--- src/fjt_pkg.sv ---
// Shared types and constants for the full text justifier.
`timescale 1ns / 1ps
package fjt_pkg;

  localparam int unsigned CNT_W = 6;   // counts and widths, up to 63
  localparam logic [7:0] SPACE_CH = 8'h20;

  // Classified input character, front to back
  typedef struct packed {
    logic [7:0] ch;
    logic       keep;
    logic       word_end;
    logic       text_end;
  } item_t;

  // One output character
  typedef struct packed {
    logic [7:0] ch;
    logic       line_last;
    logic       text_last;
    logic       truncated;
  } out_t;

endpackage

--- src/fjt_fifo.sv ---
// Small synchronous FIFO used between the stages and at the output.
`timescale 1ns / 1ps
module fjt_fifo #(
  parameter int unsigned WIDTH = 8,
  parameter int unsigned DEPTH = 4
) (
  input  logic             clk,
  input  logic             rst_n,
  input  logic             push,
  input  logic [WIDTH-1:0] din,
  output logic             full,
  input  logic             pop,
  output logic [WIDTH-1:0] dout,
  output logic             empty
);

  localparam int unsigned AW = (DEPTH > 1) ? $clog2(DEPTH) : 1;

  logic [WIDTH-1:0] mem [DEPTH];
  logic [AW-1:0]    wp_r, rp_r;
  logic [AW:0]      cnt_r;
  logic             do_push, do_pop;

  assign full    = (cnt_r == (AW+1)'(DEPTH));
  assign empty   = (cnt_r == '0);
  assign do_push = push && !full;
  assign do_pop  = pop && !empty;
  assign dout    = mem[rp_r];

  always_ff @(posedge clk) begin
    if (!rst_n) begin
      wp_r  <= '0;
      rp_r  <= '0;
      cnt_r <= '0;
    end else begin
      if (do_push) begin
        wp_r <= (wp_r == AW'(DEPTH - 1)) ? '0 : wp_r + 1'b1;
      end
      if (do_pop) begin
        rp_r <= (rp_r == AW'(DEPTH - 1)) ? '0 : rp_r + 1'b1;
      end
      cnt_r <= cnt_r + (AW+1)'(do_push) - (AW+1)'(do_pop);
    end
  end

  always_ff @(posedge clk) begin
    if (do_push) begin
      mem[wp_r] <= din;
    end
  end

endmodule

--- src/fjt_front.sv ---
// Front end: accepts characters and marks those past the line width for drop.
`timescale 1ns / 1ps
module fjt_front (
  input  logic                      clk,
  input  logic                      rst_n,
  input  logic                      clr,
  input  logic [fjt_pkg::CNT_W-1:0] w_eff,
  input  logic                      in_push,
  input  logic [7:0]                in_ch,
  input  logic                      in_word_end,
  input  logic                      in_text_end,
  input  logic                      q_full,
  output logic                      q_push,
  output fjt_pkg::item_t            q_item
);

  logic [fjt_pkg::CNT_W-1:0] cur_len_r;
  logic                      keep;

  assign keep          = (cur_len_r < w_eff);
  assign q_push        = in_push && !q_full;
  assign q_item.ch       = in_ch;
  assign q_item.keep     = keep;
  assign q_item.word_end = in_word_end;
  assign q_item.text_end = in_text_end;

  always_ff @(posedge clk) begin
    if (!rst_n || clr) begin
      cur_len_r <= '0;
    end else if (q_push) begin
      if (in_word_end || in_text_end) begin
        cur_len_r <= '0;
      end else if (keep) begin
        cur_len_r <= cur_len_r + 1'b1;
      end
    end
  end

endmodule

--- src/fjt_back.sv ---
// Back end: builds, justifies, emits lines, one char a cycle unless stalled.
`timescale 1ns / 1ps
module fjt_back #(
  parameter int unsigned MAX_WIDTH = 32
) (
  input  logic                      clk,
  input  logic                      rst_n,
  input  logic                      clr,
  input  logic [fjt_pkg::CNT_W-1:0] w_eff,
  input  logic                      q_empty,
  input  fjt_pkg::item_t            q_item,
  output logic                      q_pop,
  input  logic                      out_full,
  output logic                      out_push,
  output fjt_pkg::out_t             out_item
);

  localparam int unsigned IDX_W   = $clog2(MAX_WIDTH);
  localparam int unsigned SLOTS   = (MAX_WIDTH + 1) / 2;
  localparam int unsigned SLOT_AW = (SLOTS > 1) ? $clog2(SLOTS) : 1;
  localparam int unsigned CW      = fjt_pkg::CNT_W;

  typedef enum logic [2:0] {
    B_IDLE, B_CHECK, B_PREP, B_DIV, B_EMIT, B_COPY
  } state_t;

  state_t state_r;

  logic [7:0]    word_buf [MAX_WIDTH];
  logic [7:0]    line_buf [MAX_WIDTH];
  logic [CW-1:0] len_buf  [SLOTS];

  logic [CW-1:0] cur_len_r, len_r, letters_r, k_r;
  logic [4:0]    count_r, nw_r, gaps_r;
  logic          word_over_r, trunc_r, te_r, final_r;
  logic [CW-1:0] spaces_r, rem_r, quo_r, even_r, extra_r;
  logic [2:0]    dbit_r;
  logic [CW-1:0] wrem_r, grem_r, pos_r, src_r;

  logic [CW-1:0] cur_len_nxt, rem_sh, rem_nxt, quo_nxt;
  logic          div_ge;
  logic [SLOT_AW-1:0] rd_slot;
  logic [CW-1:0] slot_len;
  logic [CW:0]   fit_sum;
  logic          e_last;
  logic [7:0]    e_char;
  logic [CW-1:0] gap_len;
  logic [4:0]    gap_idx;

  always_comb begin
    cur_len_nxt = cur_len_r + CW'(q_item.keep);
    rd_slot     = (state_r == B_PREP) ? '0 : nw_r[SLOT_AW-1:0];
    slot_len    = len_buf[rd_slot];
    fit_sum     = (CW+1)'(letters_r) + (CW+1)'(count_r) + (CW+1)'(len_r);
    rem_sh      = {rem_r[CW-2:0], spaces_r[dbit_r]};
    div_ge      = (rem_sh >= CW'(gaps_r));
    rem_nxt     = div_ge ? rem_sh - CW'(gaps_r) : rem_sh;
    quo_nxt     = quo_r;
    quo_nxt[dbit_r] = div_ge;
    gap_idx     = nw_r - 5'd1;
    gap_len     = even_r + CW'(CW'(gap_idx) < extra_r);
    e_last      = (pos_r == w_eff - 1'b1);
    e_char      = (wrem_r != '0) ? line_buf[src_r[IDX_W-1:0]] : fjt_pkg::SPACE_CH;
    q_pop       = (state_r == B_IDLE) && !q_empty;
    out_push    = (state_r == B_EMIT) && !out_full;
    out_item.ch        = e_char;
    out_item.line_last = e_last;
    out_item.text_last = e_last && final_r;
    out_item.truncated = trunc_r;
  end

  // Control and counters
  always_ff @(posedge clk) begin
    if (!rst_n || clr) begin
      state_r     <= B_IDLE;
      cur_len_r   <= '0;
      letters_r   <= '0;
      count_r     <= '0;
      word_over_r <= 1'b0;
      trunc_r     <= 1'b0;
      final_r     <= 1'b0;
    end else begin
      unique case (state_r)
        B_IDLE: begin
          if (!q_empty) begin
            cur_len_r <= cur_len_nxt;
            if (!q_item.keep) begin
              word_over_r <= 1'b1;
            end
            if (q_item.word_end || q_item.text_end) begin
              len_r   <= cur_len_nxt;
              te_r    <= q_item.text_end;
              state_r <= B_CHECK;
            end
          end
        end
        B_CHECK: begin
          k_r <= '0;
          if (count_r != '0 && fit_sum > (CW+1)'(w_eff)) begin
            final_r <= 1'b0;
            state_r <= B_PREP;
          end else begin
            state_r <= B_COPY;
          end
        end
        B_PREP: begin
          wrem_r   <= slot_len;
          nw_r     <= 5'd1;
          grem_r   <= '0;
          pos_r    <= '0;
          src_r    <= '0;
          gaps_r   <= count_r - 5'd1;
          spaces_r <= w_eff - letters_r;
          rem_r    <= '0;
          quo_r    <= '0;
          dbit_r   <= 3'(CW - 1);
          if (final_r || count_r <= 5'd1) begin
            even_r  <= CW'(1);
            extra_r <= '0;
            state_r <= B_EMIT;
          end else begin
            state_r <= B_DIV;
          end
        end
        B_DIV: begin
          rem_r  <= rem_nxt;
          quo_r  <= quo_nxt;
          dbit_r <= dbit_r - 3'd1;
          if (dbit_r == '0) begin
            even_r  <= quo_nxt;
            extra_r <= rem_nxt;
            state_r <= B_EMIT;
          end
        end
        B_EMIT: begin
          if (!out_full) begin
            pos_r <= pos_r + 1'b1;
            if (wrem_r != '0) begin
              src_r  <= src_r + 1'b1;
              wrem_r <= wrem_r - 1'b1;
              if (wrem_r == CW'(1) && nw_r < count_r) begin
                grem_r <= gap_len;
              end
            end else if (grem_r != '0) begin
              grem_r <= grem_r - 1'b1;
              if (grem_r == CW'(1)) begin
                wrem_r <= slot_len;
                nw_r   <= nw_r + 5'd1;
              end
            end
            if (e_last) begin
              letters_r <= '0;
              count_r   <= '0;
              trunc_r   <= 1'b0;
              state_r   <= final_r ? B_IDLE : B_COPY;
            end
          end
        end
        B_COPY: begin
          k_r <= k_r + 1'b1;
          if (k_r == len_r - 1'b1) begin
            letters_r   <= letters_r + len_r;
            count_r     <= count_r + 5'd1;
            trunc_r     <= trunc_r | word_over_r;
            word_over_r <= 1'b0;
            cur_len_r   <= '0;
            if (te_r) begin
              final_r <= 1'b1;
              state_r <= B_PREP;
            end else begin
              state_r <= B_IDLE;
            end
          end
        end
        default: state_r <= B_IDLE;
      endcase
    end
  end

  // Buffers, no reset
  always_ff @(posedge clk) begin
    if (state_r == B_IDLE && !q_empty && q_item.keep) begin
      word_buf[cur_len_r[IDX_W-1:0]] <= q_item.ch;
    end
    if (state_r == B_COPY) begin
      line_buf[IDX_W'(letters_r + k_r)] <= word_buf[k_r[IDX_W-1:0]];
      if (k_r == len_r - 1'b1) begin
        len_buf[count_r[SLOT_AW-1:0]] <= len_r;
      end
    end
  end

  a_count_bound: assert property (@(posedge clk) disable iff (!rst_n)
    count_r <= 5'(SLOTS))
    else $error("line word count over slot count");

  a_letters_bound: assert property (@(posedge clk) disable iff (!rst_n)
    (CW+1)'(letters_r) + (CW+1)'(count_r) <= (CW+1)'(w_eff) + 1'b1)
    else $error("open line exceeds width");

  a_emit_pos: assert property (@(posedge clk) disable iff (!rst_n)
    state_r == B_EMIT |-> pos_r < w_eff)
    else $error("emit position past line width");

endmodule

--- src/full_text_justifier.sv ---
// Top level of the greedy full text justifier.
//
// Input: one character per push (in_ch, in_word_end, in_text_end),
// accepted when in_push is high and in_full is low. A front stage counts
// characters per word and marks those past the line width for drop; a
// four-entry queue hands them to the back stage.
// Output: one line character per pop (out_char, out_line_last, out_text_last,
// out_truncated), valid while out_empty is low. Every line is exactly the
// effective width long; out_text_last marks the end of the text.
// Config: cfg_line_width written on cfg_valid (cfg_ready is always high);
// the user writes it only while idle (the block does not enforce this); it
// clears front and back state, not the queues. 0 acts as 1, above MAX_WIDTH
// acts as MAX_WIDTH. Reset value is 32. Sequence: the back stage takes in
// each character of a word, runs the word-end fit check, copies the word
// into the line character by character, and emits a justified line through
// setup, a 6-step restoring divide for the gap split, then one character per
// cycle while the output queue has room; a single-word or final line skips
// the divide. The back does not take input while emitting. A stalled
// receiver fills the two-entry output queue, halts emission, then the inner
// queue, then in_full. Reset clears the queues and the back-stage state.
`timescale 1ns / 1ps
module full_text_justifier #(
  parameter int unsigned MAX_WIDTH = 32
) (
  input  logic       clk,
  input  logic       rst_n,
  input  logic       in_push,
  output logic       in_full,
  input  logic [7:0] in_ch,
  input  logic       in_word_end,
  input  logic       in_text_end,
  output logic       out_empty,
  input  logic       out_pop,
  output logic [7:0] out_char,
  output logic       out_line_last,
  output logic       out_text_last,
  output logic       out_truncated,
  input  logic       cfg_valid,
  output logic       cfg_ready,
  input  logic [5:0] cfg_line_width
);

  localparam int unsigned CW = fjt_pkg::CNT_W;

  logic [CW-1:0] width_r, w_eff;
  logic          clr;

  fjt_pkg::item_t fq_in, fq_out;
  logic           fq_push, fq_full, fq_pop, fq_empty;
  fjt_pkg::out_t  oq_in, oq_out;
  logic           oq_push, oq_full;

  assign cfg_ready = 1'b1;
  assign clr       = cfg_valid;

  // Effective width, clamped to 1..MAX_WIDTH
  always_comb begin
    priority if (width_r == '0) begin
      w_eff = CW'(1);
    end else if (width_r > CW'(MAX_WIDTH)) begin
      w_eff = CW'(MAX_WIDTH);
    end else begin
      w_eff = width_r;
    end
  end

  always_ff @(posedge clk) begin
    if (!rst_n) begin
      width_r <= CW'(32);
    end else if (cfg_valid) begin
      width_r <= cfg_line_width;
    end
  end

  fjt_front u_front (
    .clk         (clk),
    .rst_n       (rst_n),
    .clr         (clr),
    .w_eff       (w_eff),
    .in_push     (in_push),
    .in_ch       (in_ch),
    .in_word_end (in_word_end),
    .in_text_end (in_text_end),
    .q_full      (fq_full),
    .q_push      (fq_push),
    .q_item      (fq_in)
  );

  assign in_full = fq_full;

  fjt_fifo #(.WIDTH($bits(fjt_pkg::item_t)), .DEPTH(4)) u_mid_q (
    .clk   (clk),
    .rst_n (rst_n),
    .push  (fq_push),
    .din   (fq_in),
    .full  (fq_full),
    .pop   (fq_pop),
    .dout  (fq_out),
    .empty (fq_empty)
  );

  fjt_back #(.MAX_WIDTH(MAX_WIDTH)) u_back (
    .clk      (clk),
    .rst_n    (rst_n),
    .clr      (clr),
    .w_eff    (w_eff),
    .q_empty  (fq_empty),
    .q_item   (fq_out),
    .q_pop    (fq_pop),
    .out_full (oq_full),
    .out_push (oq_push),
    .out_item (oq_in)
  );

  fjt_fifo #(.WIDTH($bits(fjt_pkg::out_t)), .DEPTH(2)) u_out_q (
    .clk   (clk),
    .rst_n (rst_n),
    .push  (oq_push),
    .din   (oq_in),
    .full  (oq_full),
    .pop   (out_pop),
    .dout  (oq_out),
    .empty (out_empty)
  );

  assign out_char      = oq_out.ch;
  assign out_line_last = oq_out.line_last;
  assign out_text_last = oq_out.text_last;
  assign out_truncated = oq_out.truncated;

endmodule
--- config.mk ---
export PLATFORM = sky130hd
export DESIGN_NAME = full_text_justifier
export DESIGN_NICKNAME = d
export VERILOG_FILES = /design/src/fjt_pkg.sv /design/src/fjt_fifo.sv /design/src/fjt_front.sv /design/src/fjt_back.sv /design/src/full_text_justifier.sv
export SDC_FILE = /design/constraint.sdc
export NUM_CORES = 1
export LEC_CHECK = 0
export CORE_ASPECT_RATIO = 1.75
export CORE_MARGIN = 1.5
export CORE_UTILIZATION = 60
export CTS_BUF_LIST = sky130_fd_sc_hd__clkbuf_8
export DETAILED_ROUTE_END_ITERATION = 8
export DONT_BUFFER_PORTS = 1
export GPL_ROUTABILITY_DRIVEN = 0
export GPL_TIMING_DRIVEN = 0
export PLACE_DENSITY = 0.76
export SETUP_SLACK_MARGIN = 0.3
export SYNTH_ARGS = -nofsm -noshare
export SYNTH_HDL_FRONTEND = slang
export SYNTH_SLANG_ARGS = --single-unit
--- constraint.sdc ---
create_clock -name clk -period 3.9 [get_ports clk]
set_input_delay 0.195 -clock clk [delete_from_list [all_inputs] [get_ports clk]]
set_output_delay 0.195 -clock clk [all_outputs]
set_load 0.02 [all_outputs]
==> results of run 1 <==
## flip-flops by register name, summed over array words and instances (netlist names), 6 cells and up, named ones only
register / flops
u_back.line_buf: 256
u_back.k_r: 6
u_back.cur_len_r: 6
u_back.extra_r: 6
u_back.len_r: 6
width_r: 6
u_mid_q.mem: 44
u_front.cur_len_r: 6
u_back.quo_r: 6
u_back.grem_r: 6
u_out_q.mem: 22
u_back.wrem_r: 6
u_back.letters_r: 6
u_back.word_buf: 256
u_back.pos_r: 6
u_back.even_r: 6
u_back.spaces_r: 6
u_back.len_buf: 96
## through the flow
| stage | hold WS, ns | instances | power [µW] | setup WS, ns |
|---|---|---|---|---|
| floorplan | 0.2939 | 2053 | 12480 | 0.6032 |
| global route | 0.08884 | 3059 | 20280 | 0.2952 |
| finish | 0.06950 | 3059 | 19610 | 0.4329 |
| global placement | 0.2941 | 2820 | 13350 | -0.3720 |
| CTS | 0.03020 | 3053 | 19700 | 0.3015 |
| detailed placement | 0.2940 | 2821 | 13500 | -0.5117 |
## worst min path at each step
stage                      startpoint                           to  cells past startpoint
after floorplan           in_text_end  u_mid_q.mem[0][0]$_DFFE_PP_                      0
after global placement       in_ch[4]  u_mid_q.mem[2][7]$_DFFE_PP_                      0
after detailed placement     in_ch[4]  u_mid_q.mem[2][7]$_DFFE_PP_                      0
after CTS                       rst_n                         flop                      3
after global routing            rst_n                         flop                      3
final                           rst_n                         flop                      3
## cells in the mapped netlist, drive strengths merged (3+ instances only)
library cell and n:
xor2 30, dfxtp 59, or3 9, nand2 98, xnor2 41, mux4 174, edfxtp 752, o2111ai 4
nor4 8, o21bai 5, nor3b 4, fa 11, inv 70, a21boi 4, nand4 6, nand2b 15
nand3 30, a311oi 11, nor2 171, nor3 24, a211oi 40, a31oi 8, or2 4, nor2b 26
a21oi 59, and3 28, mux2 28, and2 21, mux2i 28, a41oi 5, clkbuf 58, buf 39
a21o 16, o21a 6, o211ai 8, o21ai 33, o31ai 7, a2111oi 7, a22o 3, ha 77
## cells in the final DEF, fill, tap and decap left out, types with 26 or more instances in the layout
| cell type | synthesis | routed |
|---|---|---|
| a211oi_1 | 40 | 39 |
| a21oi_1 | 59 | 55 |
| and3_1 | 28 | 28 |
| buf_2 | 25 | 26 |
| clkbuf_1 | 57 | 50 |
| clkbuf_8 | 0 | 111 |
| dfxtp_1 | 59 | 57 |
| dlygate4sd3_1 | 0 | 28 |
| edfxtp_1 | 752 | 752 |
| ha_1 | 77 | 77 |
| inv_1 | 70 | 97 |
| mux2_2 | 28 | 28 |
| mux2i_1 | 28 | 28 |
| mux4_2 | 173 | 173 |
| nand2_1 | 98 | 98 |
| nand3_1 | 29 | 29 |
| nor2_1 | 170 | 170 |
| nor2b_1 | 26 | 26 |
| o21ai_0 | 32 | 32 |
| xnor2_1 | 41 | 41 |
| xor2_1 | 30 | 30 |
## worst reg2reg max path: cells and delay by family, from the launching register on
kind	cells	cell delay, ns
xor gates and xnor gates	1	0.17
buffers and inverters	3	0.58
DFF	1	0.54
and+or+nand+nor	5	1.77
## repair_timing
item	in CTS	in global routing
pin swaps	0	1
endpoints found under the hold margin	60	0
setup endpoints to repair	129	125
hold buffers	28	0
buffers inserted	5	5
resized for setup	13	23
## per-layer routing
metal	up-vias	routed length, µm
met5	-	0
met4	0	4089
met3	201	3842
met2	698	41950
met1	9565	25490
li1	8338	-
## cells by family after synthesis
group                    after synthesis  share of synthesized area (%)
flip-flops                           811                          68.94
AND/OR/NAND/NOR                      455                          6.273
multiplexers                         230                          13.11
AO/OA/AOI/OAI                        228                          4.425
buffers and inverters                169                          2.000
adder cells (fa/ha/maj)               88                          3.434
XOR/XNOR                              71                          1.804
other                                  1                        0.01088
## power breakdown
part	internal, µW	switching (µW)
combinational	847	1900
clock	3140	3120
sequential	10500	134
total	14500	5150
## layout make-up
class	count	area, µm²	share of cell area [%]
Clock inverter	88	581.8	1.531
Timing Repair Buffer	39	366.6	0.9649
Sequential cell	811	23770	62.56
Tap cell	767	959.7	2.526
Inverter	72	271.5	0.7146
Antenna cell	1	2.502	0.006586
Buffer	97	437.9	1.153
Clock buffer	111	1528	4.021
Multi-Input combinational cell	1073	10080	26.52
==> flow_metrics.tcl, run 1 <==
set metrics [dict create \
    ys_seq_area_share_pct 68.94 \
    path_delay_family "simple AND/OR/NAND/NOR gates" \
    finalWirelength_um 75380 \
    cts.sinks 811 \
    synth_area_leader_cell "edfxtp_1" \
    final_antenna_net_count 0 \
    use_met2_pct 49.71 \
    synth_area_per_cell_um2 16.79 \
    synth_edf_count 752 \
    vias 18800 \
    critPathArrivalTime_ns 3.80 \
    yosysUniqueCellTypes 71 \
    ys.flop_type "edfxtp_1" \
    die_width_um 184.2 \
    drcViolationCount 0 \
    cp-end-kind "flop" \
    crit_fanout 10 \
    path_clk_slew_ns 0.06 \
    coreArea_um2 57040 \
    max_slew_margin_pct 14.65 \
    maxCapViolations 0 \
    reg2reg_depth 9 \
    viasPerCell 6.146 \
    met1_usage_pct 29.07 \
    port_buffers 0 \
    grt_pass1_wl_um 115000 \
    synth_area_leaders "edfxtp_1, mux4_2, dfxtp_1" \
    overflow 0 \
    syn-num-nets 2162 \
    critPathSlowestCell "nor4bb_2" \
    hold_class "in2reg" \
    slew_viol_final 0 \
    reg2reg_from "u_back.len_r[0]$_DFFE_PP_" \
    setup_viol 0 \
    finClkSkew_ns 0.03642 \
    cts.htree.levels 3 \
    clockBufferDepth 3 \
    rsz0062_at_grt "yes" \
    grtUsageMet3_pct 3.735 \
    fmax_mhz 288.4 \
    insertion_delay_ns 0.73 \
    antenna_found_initial 1 \
    drt-pass1-iter-count 7 \
    status "finished clean" \
    critical_path_buf_inv_count 3 \
    yosysWarnings 0 \
    cts_root_buffer "clkbuf_8" \
    dieHeight_um 320.1 \
    place_hpwl_um 52040 \
    async_reset_ff_share_pct 0 \
    design_area_um2 37990 \
    synth.top_cell.area_share_pct 65.52 \
    worstMarginPinSlew_ns 1.278 \
    drive_above_1_share_pct 18.42 \
    cts_inserted_buffers 107 \
    drt_iter0_markers 1591 \
    area_growth_pct 10.23 \
    io_pins 35 \
    place_area_um2 35440 \
    worstSetupEndpoint "u_back.len_buf[13][5]$_DFFE_PP_" \
    wl_per_cell_um 24.64 \
    netlist_area_um2 34470 \
    layout_min_cycle_time_ns 3.467 \
    power.leakage_uw 0.01273 \
    grt_pass1_vias 19870 \
    cts_tree "built" \
    cellPowerDensity_nw_per_um2 516.2 \
    row_count 116 \
    min_period_over_period_pct 88.90 \
    num-nets-final 2310 \
    setup.worst_path.start "u_back.len_r[0]$_DFFE_PP_" \
    cp_common_cell "buf_4" \
    hold_viol_final 0 \
    grt_use_total_pct 26.79 \
    syn_inst 2053 \
    reg2reg_to "u_back.len_buf[13][5]$_DFFE_PP_" \
    critPathKind "reg2reg" \
    dieArea_um2 58950 \
    cpPeakStageDelay_ns 0.62 \
    vdd_drop_max_mv 0.4491 \
    required_ns 4.23 \
    tns_ns 0 \
    cp.depth 9 \
    synth_seq_cells 811 \
    final_util_pct 66.61 \
    fillerInstances 3767 \
    cp_cell_sequence "buf_4, nor3_1, xnor2_1, nor4bb_2, and3_1, clkbuf_2, buf_4, nand2_1, nor2_1" \
    ff2ff_setup_slack_ns 0.43 \
    grt_busiest_layer "met2" \
    start_util_pct 60.43 \
    start_kind "flop" \
    grt_max_degree 33 \
]
(Power assumes the default switching activity.)
==> inputs of run 2 (changes only) <==
--- a/config.mk
+++ b/config.mk
@@ -17,4 +17,5 @@
 export SETUP_SLACK_MARGIN = 0.3
 export SYNTH_ARGS = -nofsm -noshare
 export SYNTH_HDL_FRONTEND = slang
+export SYNTH_HIERARCHICAL = 1
 export SYNTH_SLANG_ARGS = --single-unit
==> flow_metrics.tcl, run 2 <==
set metrics [dict create \
    status "finished clean" \
    required_ns 4.48 \
    synth_area_leader_cell "edfxtp_1" \
    ys.flop_type "edfxtp_1" \
    dieArea_um2 58960 \
    yosysWarnings 6 \
    cts.sinks 811 \
    regArea_um2 23770 \
    synth_most_common_cell "edfxtp_1" \
    row_count 116 \
    final_antenna_net_count 0 \
    synth_edf_count 752 \
    min_period_over_period_pct 93.28 \
    num-nets-final 2273 \
    start_kind "flop" \
    vdd_drop_max_mv 0.5246 \
    viasPerCell 6.093 \
    grt_pass1_wl_um 111700 \
    finalWirelength_um 73630 \
    multi_input_area_um2 10010 \
    power.leakage_uw 0.01279 \
    crit_fanout 3 \
    fmax_mhz 274.9 \
    overflow 0 \
    path_clk_slew_ns 0.07 \
    critical_path_buf_inv_count 2 \
    port_buffers 0 \
    insertion_delay_ns 0.72 \
    whs_ns 0.1567 \
    tns_ns 0 \
    layout_common_cells "edfxtp_1, mux4_2, nor2_1" \
    vias 18430 \
    synth_area_leaders "edfxtp_1, mux4_2, dfxtp_1" \
    place_hpwl_um 50880 \
    critPathKind "reg2reg" \
    layout.cells.non_filler 3025 \
    path_delay_family "compound AO/OA/AOI/OAI gates" \
    fillerInstances 3740 \
    setup_slack_ns 0.2621 \
    async_reset_ff_share_pct 0 \
    drt_iter0_markers 1577 \
    grt_use_total_pct 25.84 \
    layout_min_cycle_time_ns 3.638 \
    slew_viol_final 0 \
    coreArea_um2 57040 \
    place_ws_ns -0.3287 \
    cts.htree.levels 3 \
    wl_per_cell_um 24.34 \
    area_growth_pct 10.68 \
    die_width_um 184.2 \
    start_util_pct 60.43 \
    dp.cells 2775 \
    io_pins 35 \
    syn-num-nets 2117 \
    rsz0062_at_grt "yes" \
    cts_tree "built" \
    cp_cell_sequence "inv_2, fa_1, inv_2, ha_4, fa_2, a21o_1, a21oi_2, xnor2_1, ha_1, nand3_2, a21o_1, a21o_1, a32oi_2, o32ai_2, o21ai_1, o32ai_1" \
    max_slew_margin_pct 12.69 \
    design_area_um2 38150 \
    cts_root_buffer "clkbuf_8" \
    dieHeight_um 320.1 \
    cp-end-kind "flop" \
    drcViolationCount 0 \
    synth.top_cell.area_share_pct 65.51 \
    critPathSlowestCell "fa_1" \
    worstMarginPinSlew_ns 1.310 \
    cts_inserted_buffers 110 \
    cp_common_cell "a21o_1" \
    antenna_found_initial 1 \
    yosysUniqueCellTypes 83 \
    ys_seq_area_share_pct 68.93 \
    setup_viol 0 \
    synth_area_per_cell_um2 17.18 \
    final_common_cell "edfxtp_1" \
    cellPowerDensity_nw_per_um2 486.6 \
    hold_class "in2reg" \
    grt_max_degree 33 \
    hold_viol_final 0 \
    syn_inst 2007 \
    critPathArrivalTime_ns 4.22 \
    drive_above_1_share_pct 20.87 \
    maxCapViolations 0 \
    synth_seq_cells 811 \
    cpPeakStageDelay_ns 0.57 \
    clockBufferDepth 3 \
    finClkSkew_ns 0.02538 \
    yosys-top-cells-count "edfxtp_1, mux4_2, nor2_1, nand2_1, ha_1" \
    place_area_um2 35450 \
    grt_pass1_vias 19420 \
    drt-pass1-iter-count 5 \
    netlist_area_um2 34470 \
]
## run 2: cell types whose count changed in the layout (fill, tap and decap cells not counted), moves of 12 or more
cell and change:
o21ai_0 -12, o221ai_1 +21, clkbuf_1 -18, a211oi_1 -26
nor2_1 -12, clkinv_1 +12, and3_1 -21, buf_4 +22
## run 2: where the power goes
part           total (µW)  internal [µW]  switching, µW
clock                6360           3290           3070
sequential          10300          10200            105
combinational        1930            614           1310
## run 2: layout make-up
type | count | share of cell area (%)
multi-input combinational | 1019 | 26.23
inverter | 78 | 0.7772
buffer | 99 | 1.374
clock inverter | 87 | 1.472
antenna | 1 | 0.006559
timing repair buffer | 44 | 1.036
clock buffer | 119 | 4.293
tap | 767 | 2.515
sequential | 811 | 62.30
## run 2: per-layer routing
metal,vias to the layer above,GRT usage (%),part of all wire (%)
met3,217,3.860,5.4
met2,709,47.35,55
met1,9343,27.77,34
met4,0,15.72,6.0
li1,8163,-,-
met5,-,0,0
## run 2: final timing paths
path	to	from	slack (ns)	cells past startpoint
worst min register to register	u_back/trunc_r$_SDFFE_PN0P_	u_back/word_over_r$_SDFFE_PN0P_	0.48	2
worst max register to register	u_back/state_r[2]$_SDFFE_PN0P_	u_back/len_r[1]$_DFFE_PP_	0.26	16
worst max-delay path	u_back/state_r[2]$_SDFFE_PN0P_	u_back/len_r[1]$_DFFE_PP_	0.26	16
worst min-delay path	width_r[5]$_SDFFE_PN1P_	cfg_line_width[5]	0.16	3
## run 2: worst reg2reg max path, stage by stage (launching register included)
cell	delay, ns
edfxtp_1	0.40
inv_2	0.10
fa_1	0.57
inv_2	0.06
ha_4	0.15
fa_2	0.34
a21o_1	0.18
a21oi_2	0.14
xnor2_1	0.09
ha_1	0.31
nand3_2	0.08
a21o_1	0.15
a21o_1	0.21
a32oi_2	0.29
o32ai_2	0.12
o21ai_1	0.21
o32ai_1	0.10
## run 2: cells by family (layout without fill, tap and decap cells)
logic type | Yosys count | count (layout) | synth area share [%]
compound gates | 186 | 186 | 3.684
simple gates | 438 | 438 | 6.174
flops | 811 | 811 | 68.93
xor+xnor | 72 | 72 | 1.829
other cells | 1 | 2 | 0.01088
fa+ha+maj | 89 | 89 | 3.470
mux | 233 | 233 | 13.56
buf+inv | 177 | 427 | 2.341
## run 2: stage by stage
step | total power, µW | utilization (%)
after floorplan | 11670 | -
after global placement | 12230 | 62.12
after detailed placement | 12340 | 62.14
after CTS | 18690 | 66.68
after global routing | 19200 | 66.89
final | 18570 | 66.89
## run 2: timing repair
action,in CTS,in global routing
pin swaps,0,5
buffers inserted,9,8
gates resized for setup,16,16
endpoints found under the setup margin,122,43
endpoints found under the hold margin,86,0
hold buffers,26,0
==> inputs of run 3 (changes only) <==
--- a/config.mk
+++ b/config.mk
@@ -5,6 +5,7 @@
 export SDC_FILE = /design/constraint.sdc
 export NUM_CORES = 1
 export LEC_CHECK = 0
+export CAP_MARGIN = 25
 export CORE_ASPECT_RATIO = 1.75
 export CORE_MARGIN = 1.5
 export CORE_UTILIZATION = 60
@@ -17,5 +18,4 @@
 export SETUP_SLACK_MARGIN = 0.3
 export SYNTH_ARGS = -nofsm -noshare
 export SYNTH_HDL_FRONTEND = slang
-export SYNTH_HIERARCHICAL = 1
 export SYNTH_SLANG_ARGS = --single-unit
==> flow_metrics.tcl, run 3 (synthesis results as in run 1) <==
set metrics [dict create \
    status "finished clean" \
    wl_per_cell_um 24.83 \
    die_width_um 184.2 \
    max_slew_margin_pct 36.62 \
    min_period_over_period_pct 88.80 \
    cp-end-kind "flop" \
    finalWirelength_um 75950 \
    grtUsageMet3_pct 3.484 \
    dieArea_um2 58950 \
    cts_root_buffer "clkbuf_8" \
    clockBufferDepth 3 \
    insertion_delay_ns 0.72 \
    vdd_drop_max_mv 0.5009 \
    cts.sinks 811 \
    hold_class "in2reg" \
    antenna_found_initial 1 \
    power.leakage_uw 0.01276 \
    slew_viol_final 0 \
    met1_usage_pct 29.05 \
    grt_use_total_pct 26.82 \
    finClkSkew_ns 0.03148 \
    seqPwrFrac_pct 53.3 \
    grt_busiest_layer "met2" \
    num-nets-final 2313 \
    maxCapViolations 0 \
    final_common_cell "edfxtp_1" \
    dieHeight_um 320.1 \
    cts_inserted_buffers 107 \
    use_met2_pct 50.30 \
    fillerInstances 3752 \
    p_int_uw 14690 \
    cts.htree.levels 3 \
    cpPeakStageDelay_ns 0.35 \
    drt-pass1-iter-count 6 \
    start_kind "flop" \
    crit_fanout 10 \
    cp_common_cell "ha_1" \
    required_ns 4.43 \
    critPathSlowestCell "edfxtp_1" \
    place_hpwl_um 52070 \
    fmax_mhz 288.8 \
    worstMarginPinSlew_ns 0.9435 \
    area_growth_pct 10.56 \
    grt_pass1_wl_um 115400 \
    switching_share_pct 26.14 \
    critPathKind "reg2reg" \
    cp_cell_sequence "clkbuf_2, inv_1, clkbuf_4, ha_1, inv_1, ha_1, a21boi_0, o21a_1, o21ai_0, nand2b_1, a21oi_1, or2_2, ha_1, ha_1, nand3_1, xnor2_1, nor2_1, a211oi_1" \
    layout_min_cycle_time_ns 3.463 \
    io_pins 35 \
    vias 18890 \
    cellPowerDensity_nw_per_um2 521.9 \
    path_delay_family "adder cells" \
    overflow 0 \
    power_uw 19890 \
    grt_max_degree 33 \
    drive_above_1_share_pct 18.55 \
    rsz0062_at_grt "yes" \
    path_clk_slew_ns 0.08 \
    critPathArrivalTime_ns 4.00 \
    clkPwrFrac_pct 32.7 \
    combPwrFrac_pct 14.0 \
    place_area_um2 35450 \
    hold_viol_final 0 \
    viasPerCell 6.174 \
    drt_iter0_markers 1644 \
    coreArea_um2 57040 \
    row_count 116 \
    drcViolationCount 0 \
    switchingPower_uw 5198 \
    port_buffers 0 \
    start_util_pct 60.43 \
    final_antenna_net_count 0 \
    layout_common_cells "edfxtp_1, mux4_2, nor2_1" \
    cts_tree "built" \
    grt_pass1_vias 19930 \
    critical_path_buf_inv_count 4 \
    design_area_um2 38110 \
    setup_viol 0 \
]
[run 3: changes by cell type in the layout (fill, tap and decap cells not counted), moves of 12 or more]
cell and delta:
clkbuf_1 +19, clkinv_1 -17, and3_1 +21, o21ai_0 +12, o221ai_1 -21, nor2_1 +12
a211oi_1 +27, buf_4 -20
[run 3: what timing repair did]
action	4_1_cts	5_1_grt
hold buffers	28	0
endpoints found under the hold margin	60	0
pin swaps	0	1
endpoints found under the setup margin	201	29
gates resized for setup	14	13
buffers inserted	8	2
[run 3: cell type report]
type / count / area [µm²] / share of cell area (%)
inverter: 72 / 271.5 / 0.7125
buffer: 97 / 430.4 / 1.130
antenna: 1 / 2.502 / 0.006567
sequential: 811 / 23770 / 62.38
multi-input combinational: 1073 / 10070 / 26.43
tap: 767 / 959.7 / 2.518
timing repair buffer: 42 / 395.4 / 1.038
clock buffer: 116 / 1597 / 4.190
clock inverter: 80 / 610.6 / 1.602
[run 3: power groups by stage]
stage          registers [µW]  clock network (µW)  logic [µW]
5_1_grt                 10600                6900        3000
3_5_place_dp            10800                   0        2680
4_1_cts                 10600                6570        2780
3_3_place_gp            10800                   0        2550
6_report                10600                6510        2780
2_1_floorplan           10700                   0        1740
[run 3: layer usage]
| metal | up-vias | routed length [µm] |
|---|---|---|
| li1 | 8333 | - |
| met1 | 9649 | 25700 |
| met2 | 686 | 42720 |
| met3 | 219 | 3554 |
| met4 | 0 | 3983 |
| met5 | - | 0 |
[run 3: worst paths after layout]
kind | depth (start not counted) | from | slack, ns | end
min reg2reg | 2 | u_back.cur_len_r[5]$_SDFFE_PN0P_ | 0.49 | u_back.cur_len_r[5]$_SDFFE_PN0P_
max | 18 | u_back.nw_r[0]$_SDFFCE_PN1P_ | 0.44 | u_back.grem_r[4]$_SDFFCE_PN0P_
min | 3 | rst_n | 0.08 | flop
max reg2reg | 18 | u_back.nw_r[0]$_SDFFCE_PN1P_ | 0.44 | u_back.grem_r[4]$_SDFFCE_PN0P_
[run 3: worst reg2reg max path: stages, from the launching register on]
cell	delay [ns]
edfxtp_1	0.35
clkbuf_2	0.23
inv_1	0.13
clkbuf_4	0.23
ha_1	0.30
inv_1	0.05
ha_1	0.26
a21boi_0	0.17
o21a_1	0.13
o21ai_0	0.07
nand2b_1	0.08
a21oi_1	0.05
or2_2	0.27
ha_1	0.22
ha_1	0.23
nand3_1	0.10
xnor2_1	0.14
nor2_1	0.06
a211oi_1	0.23
[run 3: through the flow]
stage	hold slack, ns	setup TNS [ns]	cells	setup WS (ns)	utilization [%]
after floorplan	0.2939	0	2053	0.6032	-
after global placement	0.2941	-11.31	2820	-0.3720	62.11
after detailed placement	0.2940	-17.63	2822	-0.4945	62.15
after CTS	0.03311	0	3054	0.3182	66.68
after global routing	0.09403	0	3059	0.2170	66.81
final	0.08250	0	3059	0.4369	66.81
